File: config.mk
export PLATFORM = sky130hd
export DESIGN_NAME = ccix_sqrt
export DESIGN_NICKNAME = d
export VERILOG_FILES = /design/src/ccix_pkg.sv /design/src/ccix_sqrt.sv
export SDC_FILE = /design/constraint.sdc
export NUM_CORES = 2
export LEC_CHECK = 0
export ABC_AREA = 1
export BUFFER_PORTS_ARGS = -buffer_cell sky130_fd_sc_hd__buf_4
export CORE_ASPECT_RATIO = 0.9
export CORE_UTILIZATION = 40
export CTS_BUF_LIST = sky130_fd_sc_hd__clkbuf_2 sky130_fd_sc_hd__clkbuf_4 sky130_fd_sc_hd__clkbuf_8
export DETAILED_ROUTE_END_ITERATION = 8
export PLACE_DENSITY = 0.6
export SYNTH_ARGS = -nofsm -noshare
export SYNTH_HDL_FRONTEND = slang
export SYNTH_SLANG_ARGS = --single-unit
File: constraint.sdc
create_clock -name clock -period 3.6 [get_ports clock]
set_clock_uncertainty 0.1 [all_clocks]
set_input_delay 0.54 -clock clock [delete_from_list [all_inputs] [get_ports clock]]
set_output_delay 0.54 -clock clock [all_outputs]
set_load 0.03 [all_outputs]
File: src/ccix_pkg.sv
// Shared types for the circle-circle intersection pipeline.
`default_nettype none

package ccix_pkg;

   typedef struct packed {
      logic advance;
      logic valid;
   } ccix_ctl_type;

endpackage

`default_nettype wire

File: src/ccix_sqrt.sv
// Pipelined rounded integer square root, one root bit per stage, several lanes.
`default_nettype none

module ccix_sqrt #(
   parameter int IW = 50,
   parameter int LANES = 1,
   parameter int PW = 1,
   localparam int QW = IW / 2
) (
   input  logic                          clock,
   input  logic                          reset,
   input  ccix_pkg::ccix_ctl_type        in_ctl,
   input  logic [LANES-1:0][IW-1:0]      in_rad,
   input  logic [PW-1:0]                 in_pay,
   output logic                          out_valid,
   output logic [LANES-1:0][QW:0]        out_root,
   output logic [PW-1:0]                 out_pay
);
   import ccix_pkg::*;

   localparam int RW = QW + 2;

   logic [LANES-1:0][IW-1:0] rad_t  [0:QW];
   logic [LANES-1:0][RW-1:0] rem_t  [0:QW];
   logic [LANES-1:0][QW-1:0] root_t [0:QW];
   logic [PW-1:0]            pay_t  [0:QW];
   logic [QW:0]              vld_t;

   logic                     fin_vld_ff;
   logic [LANES-1:0][QW:0]   fin_root_ff, fin_root_in;
   logic [PW-1:0]            fin_pay_ff;

   assign rad_t[0]  = in_rad;
   assign rem_t[0]  = '0;
   assign root_t[0] = '0;
   assign pay_t[0]  = in_pay;
   assign vld_t[0]  = in_ctl.valid;

   for (genvar k = 1; k <= QW; k++) begin : g_step
      logic [LANES-1:0][IW-1:0] rad_ff, rad_in;
      logic [LANES-1:0][RW-1:0] rem_ff, rem_in;
      logic [LANES-1:0][QW-1:0] root_ff, root_in;
      logic [PW-1:0]            pay_ff;
      logic                     vld_ff;

      always_comb begin : step_logic
         logic [RW+1:0] cur;
         logic [RW+1:0] trial;
         for (int l = 0; l < LANES; l++) begin
            cur   = {rem_t[k-1][l], rad_t[k-1][l][IW-1 -: 2]};
            trial = {2'b00, root_t[k-1][l], 2'b01};
            if (cur >= trial) begin
               rem_in[l]  = RW'(cur - trial);
               root_in[l] = {root_t[k-1][l][QW-2:0], 1'b1};
            end else begin
               rem_in[l]  = cur[RW-1:0];
               root_in[l] = {root_t[k-1][l][QW-2:0], 1'b0};
            end
            rad_in[l] = {rad_t[k-1][l][IW-3:0], 2'b00};
         end
      end

      always_ff @(posedge clock) begin
         if (reset) begin
            vld_ff <= 1'b0;
         end else if (in_ctl.advance) begin
            vld_ff <= vld_t[k-1];
         end
      end

      always_ff @(posedge clock) begin
         if (in_ctl.advance) begin
            rad_ff  <= rad_in;
            rem_ff  <= rem_in;
            root_ff <= root_in;
            pay_ff  <= pay_t[k-1];
         end
      end

      assign rad_t[k]  = rad_ff;
      assign rem_t[k]  = rem_ff;
      assign root_t[k] = root_ff;
      assign pay_t[k]  = pay_ff;
      assign vld_t[k]  = vld_ff;
   end

   // The remainder is rad minus root squared; round up when it exceeds the root.
   always_comb begin
      for (int l = 0; l < LANES; l++) begin
         fin_root_in[l] = {1'b0, root_t[QW][l]}
                        + (QW+1)'(rem_t[QW][l] > {2'b00, root_t[QW][l]});
      end
   end

   always_ff @(posedge clock) begin
      if (reset) begin
         fin_vld_ff <= 1'b0;
      end else if (in_ctl.advance) begin
         fin_vld_ff <= vld_t[QW];
      end
   end

   always_ff @(posedge clock) begin
      if (in_ctl.advance) begin
         fin_root_ff <= fin_root_in;
         fin_pay_ff  <= pay_t[QW];
      end
   end

   assign out_valid = fin_vld_ff;
   assign out_root  = fin_root_ff;
   assign out_pay   = fin_pay_ff;

endmodule

`default_nettype wire

==> qor.csv <==
metric,value,unit
Switching Share,31.9,%
max-slew violation total from the final report,0,
core area,0.223,mm^2
nets,11200,
part of the cycle the worst path needs,90.4,%
I/O Buffers,82,
die area,0.227,mm^2
antenna-violating nets left,0,
Peak supply drop,0.384,mV
crit path launch type,flop,
initial core utilization,40.4,%
yosys warns,0,
Leakage,0.0457,uW
"Area growth, synth to finish",12.0,%
"commonest non-fill, non-tap cells in the layout","3,469 x nand2_1, 1,765 x inv_1, 1,602 x edfxtp_1, 839 x nor2_1, 594 x nand3_1",
post-synthesis average cell area,8.71,um^2
clock share of power,32.1,%
largest net degree at the start of global routing,119,
CTS Sinks,1628,
clk_lat worst skew,1.02,ns
total CTS buffers,298,
Hold WS,0.140,ns
maxcap violations,0,
first-pass GRT wire length,374000,um
WL/cell,17.4,um
Synth area leader,edfxtp_1,
"most common cell after layout, fill and taps aside",nand2_1,
postcts setup bufs,0,
CP max stage delay,0.35,ns
Comb power frac,22.4,%
r2r setup slk,0.35,ns
cell area after technology mapping,0.0901,mm^2
"Critical Path, Cell by Cell",inv_1 -> ha_1 -> nand2_1 -> nor3_1 -> nand3_2 -> nor2_4 -> a21oi_1 -> a21oi_1 -> ha_1 -> ha_1 -> nand2_1 -> nor2_1 -> nand2_1 -> inv_1 -> nand2_1 -> xor2_1,
Hold Crit Start,in_rad[9],
Synth area leaders,"edfxtp_1 53%, nand2_1 14%, inv_1 7.3%, ha_1 5.3%, nor2_1 3.5%",
total wire length,243000,um
Hold EP,g_step[1].rad_ff[11],
Mapped Cells,10400,
deepest clock path buffer count,4,
RSZ-0062 raised after global routing,no,
Vias,68800,
Final HPWL DP,186000,um
Post-Place Cells,13400,
synthesized flop and latch total,1628,
reg2reg start,g_step[25].root_ff[23],
die height,452,um
GRT overflow,0,
fin cells,14000,
routability congestion estimate,0.955,
Crit Path Max Fanout,3,
overall routing resource usage,21.1,%
vias in the first global route,65300,
Worst Setup Path Type,flop to flop,
PwrDens,539,mW/mm^2
"Top FF cell, synth",edfxtp_1,
row count,164,
Worst R2R Path Depth,16,
# DRC,0,
initial antenna violation count,7,
1st-pass router iterations,7,
setup TNS,0,ns
P_sw,17300,uW
Iter 0 DRT Violations,6149,
final hold viol count,0,
Via density,4.93,
"Design Area, Final",0.101,mm^2
worst hold path type,primary input to flop,
worst path arrival time,3.87,ns
CP Data Required Time,4.22,ns
Worst Tran Pin Value,0.765,ns
Max Fclk,307,MHz
Post-synth ARST share,0,%
CTS Root Cell,clkbuf_8,
status,finished clean,
width of the die,502,um
minimum clock period,3.25,ns
"EDFF count, synth",1602,
share of the synthesized area in the top cell type,53.4,%
Top Ports,83,
sequential share of power,45.5,%
Final setup viols,0,
Int Pwr,37100,uW
slowest CP cell,edfxtp_1,
worst relative slew slack,48.4,%
CP most frequent cell,nand2_1,
Post-Syn Nets,10800,
CTS H-tree lvls,5,
ratio of cells with drive above 1 in the final layout,7.72,%
CP endpoint kind,flop,
Worst-path clk slew,0.06,ns
Yosys cell types,59,
hold path cells,2,
Placed Area,0.0946,mm^2
CTS tree,yes,
"Seq/Total Area, Yosys",53.9,%
Worst R2R End,out_root[24],
[critical path: cells and delay by family, from the launching register on]
family	cells	cell delay (ns)
flip-flops	1	0.35
adder cells (fa/ha/maj)	3	0.72
AND/OR/NAND/NOR	8	1.13
AO/OA/AOI/OAI	2	0.30
XOR/XNOR	1	0.15
buffers and inverters	2	0.25
[per-layer routing]
layer	GRT usage (%)	routed length (um)
met1	31.2	118000
met2	32.4	106000
met3	2.81	13800
met4	5.63	5270
met5	0	0
[worst max-delay path by stage]
stage	start	end	cells past startpoint
3_5_place_dp	g_step[25].root_ff[24]	out_root[22]	14
6_report	g_step[25].root_ff[23]	out_root[24]	16
4_1_cts	g_step[25].root_ff[24]	out_root[22]	14
2_1_floorplan	g_step[25].root_ff[18]	out_root[10]	16
5_1_grt	g_step[25].root_ff[24]	out_root[10]	16
3_3_place_gp	g_step[25].root_ff[24]	out_root[22]	14
[sequential cells by signal (all words and copies together), names as in the netlist]
register,cells
g_step.pay_ff,25
g_step.rad_ff,600
g_step.rem_ff,625
g_step.root_ff,325
g_step.vld_ff,25
out_pay,1
out_root,26
out_valid,1
[layout make-up]
class                      instances  area, um^2
antenna                            3        7.51
clock buffer                     384        4800
clock inverter                   111         947
fill                           21800      122000
inverter                        1797        6760
multi-input combinational       6840       34100
sequential                      1628       48600
tap                             2988        3740
timing repair buffer             222        2030
[per-stage QoR]
| stage | total power (uW) | setup WS, ns | utilization (%) |
|---|---|---|---|
| 3_3_place_gp | 37100 | 0.222 | 42.5 |
| 5_1_grt | 57600 | 0.0326 | 45.3 |
| 3_5_place_dp | 37100 | 0.177 | 42.5 |
| 2_1_floorplan | 32700 | 0.837 | - |
| 6_report | 54400 | 0.347 | 45.3 |
| 4_1_cts | 55000 | 0.173 | 45.3 |
[synth_stat cells (15+ instances only)]
| library cell | number |
|---|---|
| ha_1 | 381 |
| buf_6 | 31 |
| o21ai_1 | 49 |
| edfxtp_1 | 1602 |
| nor2_2 | 32 |
| a21oi_2 | 62 |
| buf_4 | 24 |
| nand2_2 | 35 |
| nand3_1 | 595 |
| o21ai_2 | 28 |
| o21ai_0 | 186 |
| and2_1 | 15 |
| nand4_1 | 174 |
| a21oi_1 | 359 |
| nor4_1 | 17 |
| nor2_1 | 841 |
| dfxtp_1 | 26 |
| o21bai_1 | 26 |
| xor2_1 | 192 |
| buf_2 | 21 |
| nand3b_1 | 79 |
| nor3_1 | 122 |
| inv_2 | 24 |
| nand2_1 | 3469 |
| inv_1 | 1765 |
| xnor2_1 | 81 |
[logic make-up (layout without fill, tap and decap cells)]
group,Yosys count,count (layout),share of synthesized area (%)
AO/OA/AOI/OAI,741,741,4.69
XOR/XNOR,273,273,2.65
adder cells (fa/ha/maj),381,381,5.29
buffers and inverters,1886,2514,8.29
flip-flops,1628,1628,53.9
other,1,4,0.00416
AND/OR/NAND/NOR,5444,5444,25.1
[power by group through the flow]
stage	sequential [uW]	combinational [uW]	clock, uW
4_1_cts	24800	12100	18100
5_1_grt	25000	13700	18900
3_3_place_gp	25200	11900	0
6_report	24800	12200	17500
3_5_place_dp	25200	11900	0
2_1_floorplan	24500	8250	0
[what timing repair did]
item	in CTS	in global routing
hold buffers	56	0
endpoints found under the hold margin	99	0
gates resized for setup	0	7
setup endpoints to repair	0	5
No activity file was read; power rests on OpenSTA's default activity.
